## config.mk

```make
export PLATFORM = sky130hd
export DESIGN_NAME = exact_price_to_tick_converter_unit
export DESIGN_NICKNAME = d
export VERILOG_FILES = /design/src/eptc_pkg.sv /design/src/exact_price_to_tick_converter_unit.sv /design/src/eptc_divider.sv
export SDC_FILE = /design/constraint.sdc
export NUM_CORES = 2
export LEC_CHECK = 0
export BUFFER_PORTS_ARGS = -buffer_cell sky130_fd_sc_hd__buf_2
export CORE_MARGIN = 2
export CORE_UTILIZATION = 40
export CTS_CLUSTER_DIAMETER = 50
export DETAILED_ROUTE_END_ITERATION = 12
export SYNTH_ARGS = -nofsm -noshare
export SYNTH_HDL_FRONTEND = slang
export SYNTH_SLANG_ARGS = --single-unit
export TNS_END_PERCENT = 5
```

## constraint.sdc

```tcl
create_clock -name clk_i -period 7.8 [get_ports clk_i]
set_clock_uncertainty 0.2 [all_clocks]
set_input_delay 1.17 -clock clk_i [delete_from_list [all_inputs] [get_ports clk_i]]
set_output_delay 1.17 -clock clk_i [all_outputs]
set_load 0.01 [all_outputs]
```

## src/eptc_pkg.sv

```systemverilog
// Package for the exact price-to-tick converter.
// Holds widths, status codes, register indexes and the sequencer state type.
package eptc_pkg;
  localparam int unsigned DataWidth = 64;

  typedef enum logic [1:0] {
    StatusOk      = 2'd0,
    StatusInvalid = 2'd1,
    StatusOffGrid = 2'd2,
    StatusOverflow = 2'd3
  } status_e;

  localparam logic CfgTickNum = 1'b0;
  localparam logic CfgTickDen = 1'b1;

  typedef enum logic [3:0] {
    StIdle,
    StLoad,
    StGcdStep,
    StGcdWait,
    StDivA,
    StDivAWait,
    StDivB,
    StDivBWait,
    StCheck,
    StOvfWait,
    StMul,
    StOut
  } state_e;

  typedef struct packed {
    logic start;
    logic [DataWidth-1:0] dividend;
    logic [DataWidth-1:0] divisor;
  } div_req_t;

  typedef struct packed {
    logic done;
    logic [DataWidth-1:0] quotient;
    logic [DataWidth-1:0] remainder;
  } div_rsp_t;
endpackage

```

## src/exact_price_to_tick_converter_unit.sv

```systemverilog
// Top level of the exact price-to-tick converter: sequencer, operand
// registers, a shift-add multiplier and the shared divider.
// Depends on eptc_pkg and eptc_divider.
//
// Usage: write the tick numerator (index 0) and the tick denominator (index 1)
// on the configuration channel while the block is idle; both reset to one.
// A configuration write is taken ahead of a waiting price transaction. A price
// transaction enters on in_valid_i/in_ready_o, and one result transaction
// leaves on out_valid_o/out_ready_i with tick_count_o and status_o.
// Each Euclid step of the four gcds is one division on the shared divider,
// and each of the four pairs adds a load and its two cancelling divisions.
// out_valid_o rises in the cycle after acceptance for invalid input; an
// off-grid or zero price ends after the gcds and cancelling divisions, an
// overflow after the overflow division as well, and a valid count after
// that division and a shift-add multiply. One item is in flight at a time;
// the next transaction can be accepted from the cycle after the result is
// taken, if no configuration write is waiting. When the receiver stalls,
// the result holds. After reset the block is idle and ready.
module exact_price_to_tick_converter_unit import eptc_pkg::*; (
  input  logic                        clk_i,
  input  logic                        rst_ni,
  input  logic                        cfg_valid_i,
  output logic                        cfg_ready_o,
  input  logic                        cfg_index_i,
  input  logic [DataWidth-1:0]        cfg_data_i,
  input  logic                        in_valid_i,
  output logic                        in_ready_o,
  input  logic signed [DataWidth-1:0] price_numerator_i,
  input  logic [DataWidth-1:0]        price_denominator_i,
  output logic                        out_valid_o,
  input  logic                        out_ready_i,
  output logic signed [DataWidth-1:0] tick_count_o,
  output logic [1:0]                  status_o
);
  localparam int unsigned CntWidth = $clog2(DataWidth + 1);
  localparam logic [1:0] PairMagPden  = 2'd0;
  localparam logic [1:0] PairMagTnum  = 2'd1;
  localparam logic [1:0] PairTdenPden = 2'd2;
  localparam logic [1:0] PairTdenTnum = 2'd3;
  localparam logic [DataWidth-1:0] PosLimit = {1'b0, {(DataWidth-1){1'b1}}};
  localparam logic [DataWidth-1:0] NegLimit = {1'b1, {(DataWidth-1){1'b0}}};

  state_e state_q, state_d;
  logic [DataWidth-1:0] tnum_cfg_q, tden_cfg_q;
  logic [DataWidth-1:0] mag_q, pden_q, tnum_q, tden_q;
  logic [DataWidth-1:0] ga_q, gb_q, acc_q, mcand_q, mplier_q;
  logic [1:0]           pair_q;
  logic                 neg_q;
  logic [CntWidth-1:0]  mcnt_q;
  status_e              status_q;
  logic [DataWidth-1:0] count_q;
  div_req_t             dreq;
  div_rsp_t             drsp;
  logic [DataWidth-1:0] pa, pb, limit, acc_sum, pnum_mag;
  logic                 in_bad, off_grid, in_take, cfg_take;

  eptc_divider u_div (.clk_i, .rst_ni, .req_i(dreq), .rsp_o(drsp));

  assign cfg_ready_o = (state_q == StIdle);
  assign in_ready_o  = (state_q == StIdle) && !cfg_valid_i;
  assign out_valid_o = (state_q == StOut);
  assign tick_count_o = count_q;
  assign status_o     = status_q;
  assign in_take  = in_valid_i && in_ready_o;
  assign cfg_take = cfg_valid_i && cfg_ready_o;
  assign limit = neg_q ? NegLimit : PosLimit;
  assign acc_sum = mplier_q[0] ? (acc_q + mcand_q) : acc_q;
  assign pnum_mag = price_numerator_i[DataWidth-1]
                    ? (~$unsigned(price_numerator_i) + DataWidth'(1))
                    : $unsigned(price_numerator_i);
  assign in_bad = (price_denominator_i == '0) || (tnum_cfg_q == '0) ||
                  tnum_cfg_q[DataWidth-1] || (tden_cfg_q == '0);
  assign off_grid = (pden_q != DataWidth'(1)) || (tnum_q != DataWidth'(1));

  always_comb begin
    unique case (pair_q)
      PairMagPden:  begin pa = mag_q;  pb = pden_q; end
      PairMagTnum:  begin pa = mag_q;  pb = tnum_q; end
      PairTdenPden: begin pa = tden_q; pb = pden_q; end
      PairTdenTnum: begin pa = tden_q; pb = tnum_q; end
    endcase
  end

  always_comb begin
    state_d = state_q;
    unique case (state_q)
      StIdle: if (in_take) begin
        if (in_bad) state_d = StOut;
        else state_d = StLoad;
      end
      StLoad: state_d = StGcdStep;
      StGcdStep: state_d = (gb_q == '0) ? StDivA : StGcdWait;
      StGcdWait: if (drsp.done) state_d = StGcdStep;
      StDivA: state_d = StDivAWait;
      StDivAWait: if (drsp.done) state_d = StDivB;
      StDivB: state_d = StDivBWait;
      StDivBWait: if (drsp.done) state_d = (pair_q == PairTdenTnum) ? StCheck : StLoad;
      StCheck: begin
        if (off_grid || mag_q == '0) state_d = StOut;
        else state_d = StOvfWait;
      end
      StOvfWait: if (drsp.done) state_d = (tden_q > drsp.quotient) ? StOut : StMul;
      StMul: if (mcnt_q == CntWidth'(1)) state_d = StOut;
      StOut: if (out_ready_i) state_d = StIdle;
      default: state_d = StIdle;
    endcase
  end

  always_comb begin
    dreq = '0;
    unique case (state_q)
      StGcdStep: if (gb_q != '0) begin
        dreq.start = 1'b1; dreq.dividend = ga_q; dreq.divisor = gb_q;
      end
      StDivA: begin dreq.start = 1'b1; dreq.dividend = pa; dreq.divisor = ga_q; end
      StDivB: begin dreq.start = 1'b1; dreq.dividend = pb; dreq.divisor = ga_q; end
      StCheck: if (!off_grid && mag_q != '0) begin
        dreq.start = 1'b1; dreq.dividend = limit; dreq.divisor = mag_q;
      end
      default: ;
    endcase
  end

  always_ff @(posedge clk_i or negedge rst_ni) begin
    if (!rst_ni) begin
      state_q    <= StIdle;
      tnum_cfg_q <= DataWidth'(1);
      tden_cfg_q <= DataWidth'(1);
      mag_q      <= '0;
      pden_q     <= '0;
      tnum_q     <= '0;
      tden_q     <= '0;
      ga_q       <= '0;
      gb_q       <= '0;
      acc_q      <= '0;
      mcand_q    <= '0;
      mplier_q   <= '0;
      pair_q     <= PairMagPden;
      neg_q      <= 1'b0;
      mcnt_q     <= '0;
      status_q   <= StatusOk;
      count_q    <= '0;
    end else begin
      state_q <= state_d;
      if (cfg_take) begin
        unique case (cfg_index_i)
          CfgTickNum: tnum_cfg_q <= cfg_data_i;
          CfgTickDen: tden_cfg_q <= cfg_data_i;
        endcase
      end
      unique case (state_q)
        StIdle: if (in_take) begin
          neg_q   <= price_numerator_i[DataWidth-1];
          mag_q   <= pnum_mag;
          pden_q  <= price_denominator_i;
          tnum_q  <= tnum_cfg_q;
          tden_q  <= tden_cfg_q;
          pair_q  <= PairMagPden;
          count_q <= '0;
          if (in_bad) status_q <= StatusInvalid;
          else status_q <= StatusOk;
        end
        StLoad: begin ga_q <= pa; gb_q <= pb; end
        StGcdWait: if (drsp.done) begin
          ga_q <= gb_q;
          gb_q <= drsp.remainder;
        end
        StDivAWait: if (drsp.done) begin
          unique case (pair_q)
            PairMagPden, PairMagTnum: mag_q <= drsp.quotient;
            default:                  tden_q <= drsp.quotient;
          endcase
        end
        StDivBWait: if (drsp.done) begin
          unique case (pair_q)
            PairMagPden, PairTdenPden: pden_q <= drsp.quotient;
            default:                   tnum_q <= drsp.quotient;
          endcase
          pair_q <= pair_q + 2'd1;
        end
        StCheck: begin
          if (off_grid) status_q <= StatusOffGrid;
          else status_q <= StatusOk;
        end
        StOvfWait: if (drsp.done) begin
          if (tden_q > drsp.quotient) begin
            status_q <= StatusOverflow;
          end else begin
            mcand_q  <= mag_q;
            mplier_q <= tden_q;
            acc_q    <= '0;
            mcnt_q   <= CntWidth'(DataWidth);
          end
        end
        StMul: begin
          acc_q    <= acc_sum;
          mcand_q  <= {mcand_q[DataWidth-2:0], 1'b0};
          mplier_q <= {1'b0, mplier_q[DataWidth-1:1]};
          mcnt_q   <= mcnt_q - CntWidth'(1);
          if (mcnt_q == CntWidth'(1)) begin
            count_q <= neg_q ? (~acc_sum + DataWidth'(1)) : acc_sum;
          end
        end
        default: ;
      endcase
    end
  end

  assert property (@(posedge clk_i) disable iff (!rst_ni)
    out_valid_o && !out_ready_i |=> out_valid_o && $stable(tick_count_o))
    else $error("result changed while stalled");
  assert property (@(posedge clk_i) disable iff (!rst_ni)
    in_ready_o |-> !out_valid_o)
    else $error("ready while a result is pending");
  assert property (@(posedge clk_i) disable iff (!rst_ni)
    out_valid_o && status_o != StatusOk |-> tick_count_o == '0)
    else $error("nonzero count with failing status");
endmodule

```

## src/eptc_divider.sv

```systemverilog
// Shared restoring divider, one quotient bit per cycle.
// Depends on eptc_pkg for the request and response structs.
module eptc_divider import eptc_pkg::*; (
  input  logic     clk_i,
  input  logic     rst_ni,
  input  div_req_t req_i,
  output div_rsp_t rsp_o
);
  localparam int unsigned CntWidth = $clog2(DataWidth + 1);

  logic [DataWidth-1:0] quot_q, quot_d, den_q, den_d;
  logic [DataWidth:0]   rem_q, rem_d, trial;
  logic [CntWidth-1:0]  cnt_q, cnt_d;
  logic                 busy_q, busy_d, done_q, done_d;

  assign trial = {rem_q[DataWidth-1:0], quot_q[DataWidth-1]} - {1'b0, den_q};

  always_comb begin
    quot_d = quot_q;
    den_d  = den_q;
    rem_d  = rem_q;
    cnt_d  = cnt_q;
    busy_d = busy_q;
    done_d = 1'b0;
    if (req_i.start) begin
      quot_d = req_i.dividend;
      den_d  = req_i.divisor;
      rem_d  = '0;
      cnt_d  = CntWidth'(DataWidth);
      busy_d = 1'b1;
    end else if (busy_q) begin
      if (trial[DataWidth]) begin
        rem_d = {rem_q[DataWidth-1:0], quot_q[DataWidth-1]};
        quot_d = {quot_q[DataWidth-2:0], 1'b0};
      end else begin
        rem_d = trial;
        quot_d = {quot_q[DataWidth-2:0], 1'b1};
      end
      cnt_d = cnt_q - CntWidth'(1);
      if (cnt_q == CntWidth'(1)) begin
        busy_d = 1'b0;
        done_d = 1'b1;
      end
    end
  end

  always_ff @(posedge clk_i or negedge rst_ni) begin
    if (!rst_ni) begin
      busy_q <= 1'b0;
      done_q <= 1'b0;
      cnt_q  <= '0;
    end else begin
      busy_q <= busy_d;
      done_q <= done_d;
      cnt_q  <= cnt_d;
    end
  end

  always_ff @(posedge clk_i) begin
    quot_q <= quot_d;
    den_q  <= den_d;
    rem_q  <= rem_d;
  end

  assign rsp_o.done      = done_q;
  assign rsp_o.quotient  = quot_q;
  assign rsp_o.remainder = rem_q[DataWidth-1:0];
endmodule
```

==> results.md <==
* Net count after synthesis at 7048
* Clock sinks at 985
* Max Fclk at between 150 and 200 MHz
* I/O Buffers at between 200 and 300
* Reg-to-Reg Start: u_div.quot_q[63]$_DFFE_PP_
* Pin count of the biggest net entering global routing at 128
* Post-route cell area at about 66000 um^2
* Routed vias at 52808
* Worst setup SP type: flop
* Die span in y at between 300 and 400 um
* CTS Hold Bufs at 0
* Fillers at between 10000 and 15000
* Post-route DRC violation count at 0
* PostCTS Resize Cnt at 0
* DRT iter0 DRCs at 5692
* First-pass GRT wire length at 336 mm
* Setup crit start: u_div.quot_q[63]$_DFFE_PP_
* Clk_lat worst skew at 0.79 ns
* Final WL at about 230 mm
* Max Cap Viol at 0
* Fin crit period at about 6 ns
* Final hold vios at 0
* P per Cell Area at between 150 and 200 nW/um^2
* Worst-margin pin slew at 1.37 ns
* Cell area after synthesis at 58300 um^2
* Hold crit path type: input pin to asynchronous set/reset pin
* Num CTS Buffers at 136
* Run status: completed
* Relative slew slack at under 10%
* Total gr overflow at 0
* CP Data Arrival Time at between 6 and 7 ns
* Drt wl/cell at about 26 um
* CORE AREA at between 100000 and 150000 um^2
* Layout cells sized above 1 at between 10% and 20%
* Post-Route Setup TNS at 0 ns
* Synth async-reset ratio at 80.5%
* Slew Viols, Final at 0
* Post-DP HPWL at 173 mm
* Final setup viols at 0
* CP Max Fanout at 11
* CP endpoint kind: flop
* RSZ-0062 raised after global routing: no
* CTS tree: done
* Sequential share of the synthesized area at about 43%
* Routed Antenna Nets at 0
* DP Area at slightly above 60000 um^2
* Post-Syn Instances at 6647
* Comb power frac at ~3.3%
* Synth warn at 0
* Setup Buffers After CTS at 0
* Number of global-route vias before repair at about 50000
* R2R setup slack at 1.66 ns
* Power share of the clock group at 53.3%
* Initial core utilization at 40.1%
* CTS Buffer Depth at 3
* Post-synth EDFFs at approximately 130
* Clock root cell: clkbuf_16
* Die Area at around 150000 um^2
* Register bit count reported by yosys at roughly 990
* Avg Inst Size Synth at between 8 and 9 um^2
* Main flop type after synthesis: dfrtp_1
* Initial antenna violation count at 15
* Max VDD drop at between 0.15 and 0.2 mV
* Synth unique cells at 94
* Seq pwr share at between 40% and 50%
* WS Path Type: flop to flop
* GR Util All Layers at between 30 and 40%
* Core Rows at 140
* Pint at 9.19 mW
* Layout overhead on the synthesized area at 13.4%
* Nets at ~7000
* Share of the clock period used by the worst path at approximately four fifths
* Clock-pin slew of the registers on the worst-case setup and hold paths at approximately 0.060 ns
* Worst Path Required at approximately 8.2 ns
* RD Place Congestion at 1.01
* Switch share at approximately a quarter
* Sw Pwr at ~2.9 mW
* LEAKAGE at 29.6 nW
* Pre-antenna DRT Iters at 6
* IO Pins at about 270
* Htree depth at 4
* Final Power at around 12 mW
* DR vias/cell at ~6.0
* Die width at 386 um
==> power by group through the flow <==
stage               sequential (mW)  clock [mW]  combinational (mW)
floorplan                      5.32           0               0.131
global placement               5.34           0               0.391
detailed placement             5.34           0               0.394
CTS                            5.25        6.50               0.397
global route                   5.24        6.72               0.439
finish                         5.25        6.45               0.401
==> cell type report <==
cell class                      count  area, um^2  area share (%)
Multi-Input combinational cell   5040       31200            47.2
Timing Repair Buffer              358        2140            3.24
Inverter                          185         696            1.05
Antenna cell                        6        15.0          0.0227
Tap cell                         1917        2400            3.63
Clock buffer                      176        3910            5.91
Clock inverter                     73         759            1.15
Sequential cell                   985       25000            37.8
==> stage by stage <==
| step | instances | setup WS [ns] | hold WS (ns) | util, % |
|---|---|---|---|---|
| after detailed placement | 8484 | 1.82 | 0.264 | 42.3 |
| after floorplan | 6647 | 2.73 | 0.249 | - |
| after CTS | 8733 | 1.80 | 0.212 | 45.5 |
| after global routing | 8734 | 1.34 | 0.250 | 45.5 |
| final | 8740 | 1.66 | 0.192 | 45.5 |
| after global placement | 8484 | 1.91 | 0.256 | 42.3 |
==> worst paths after layout <==
path / endpoint / cells past startpoint
max in group asynchronous: gb_q[23]$_DFFE_PN0P_ / 2
worst min-delay path: acc_q[63]$_DFFE_PN0P_ / 1
worst max register to register: u_div.rem_q[26]$_SDFFE_PP0P_ / 16
worst min register to register: tick_count_o[23]$_DFFE_PN0P_ / 2
worst max-delay path: u_div.rem_q[26]$_SDFFE_PP0P_ / 16
min in group clk_i: tick_count_o[23]$_DFFE_PN0P_ / 2
==> critical path: stages (launching register included) <==
cell and delay, ns:
edfxtp_1 0.54, inv_1 0.15, ha_1 0.30, fa_1 0.44, nor2b_1 0.24, o211ai_1 0.17, a211oi_1 0.42, o31ai_1 0.20
and4_1 0.23, o31ai_1 0.69, a21oi_1 0.32, o2111ai_1 0.27, a31oi_1 0.32, xnor2_2 0.84, buf_4 0.31, mux2i_1 0.20
a21oi_1 0.09
==> layer usage <==
metal / GRT usage (%) / wire, um / up-vias
met1: 41.2 / 97200 / 25881
met4: 14.8 / 12500 / 6
met3: 8.14 / 21600 / 458
met5: 0 / 31 / -
li1: - / - / 24182
met2: 44.6 / 98000 / 2281
==> kinds of logic (layout without fill, tap and decap cells) <==
logic type | count (synthesis) | after routing | synth area share, %
buffers and inverters | 622 | 792 | 4.01
AO/OA/AOI/OAI | 2121 | 2121 | 21.3
multiplexers | 480 | 480 | 8.54
adder cells (fa/ha/maj) | 203 | 203 | 4.38
AND/OR/NAND/NOR | 2021 | 2021 | 15.7
flip-flops | 985 | 985 | 42.8
other | 0 | 6 | 0
XOR/XNOR | 215 | 215 | 3.23
==> synthesized netlist by cell type (21+ instances only) <==
cell type / instances / area [um^2]
xor2_1: 111 / 972
a211oi_1: 30 / 225
a21o_1: 103 / 773
o211ai_1: 25 / 188
mux2_2: 139 / 1570
o22ai_1: 122 / 763
nand4_1: 93 / 582
a21oi_1: 788 / 3940
mux2i_1: 341 / 3410
xnor2_1: 104 / 911
ha_1: 201 / 2510
buf_1: 29 / 109
o31ai_1: 39 / 293
dfrtp_1: 791 / 19800
nor4_1: 153 / 957
o21a_1: 31 / 233
o21ai_0: 625 / 3130
a22oi_1: 125 / 938
and2_1: 21 / 131
nand2b_1: 34 / 213
nor2_1: 567 / 2130
nand3_1: 63 / 315
clkbuf_1: 405 / 1520
nor2b_1: 36 / 225
and3_1: 31 / 194
dfxtp_1: 64 / 1280
a31oi_1: 37 / 231
o21ai_1: 25 / 125
nor3_1: 57 / 285
inv_1: 184 / 691
nand2_1: 848 / 3180
edfxtp_1: 128 / 3840
==> layout by cell type (no fill, tap or decap), types with 59 or more instances in the layout <==
cell type / count
xnor2_1: 103
buf_4: 82
buf_2: 265
edfxtp_1: 128
nand3_1: 59
mux2i_1: 341
xor2_1: 110
nor4_1: 149
o21ai_0: 624
dfxtp_1: 64
mux2_2: 139
a22oi_1: 125
clkbuf_16: 146
a21o_1: 103
o22ai_1: 122
dfrtp_1: 789
ha_1: 201
nor2_1: 561
nand2_1: 846
nand4_1: 93
inv_1: 182
a21oi_1: 787
Note: power is estimated with default switching activity, not from simulation.
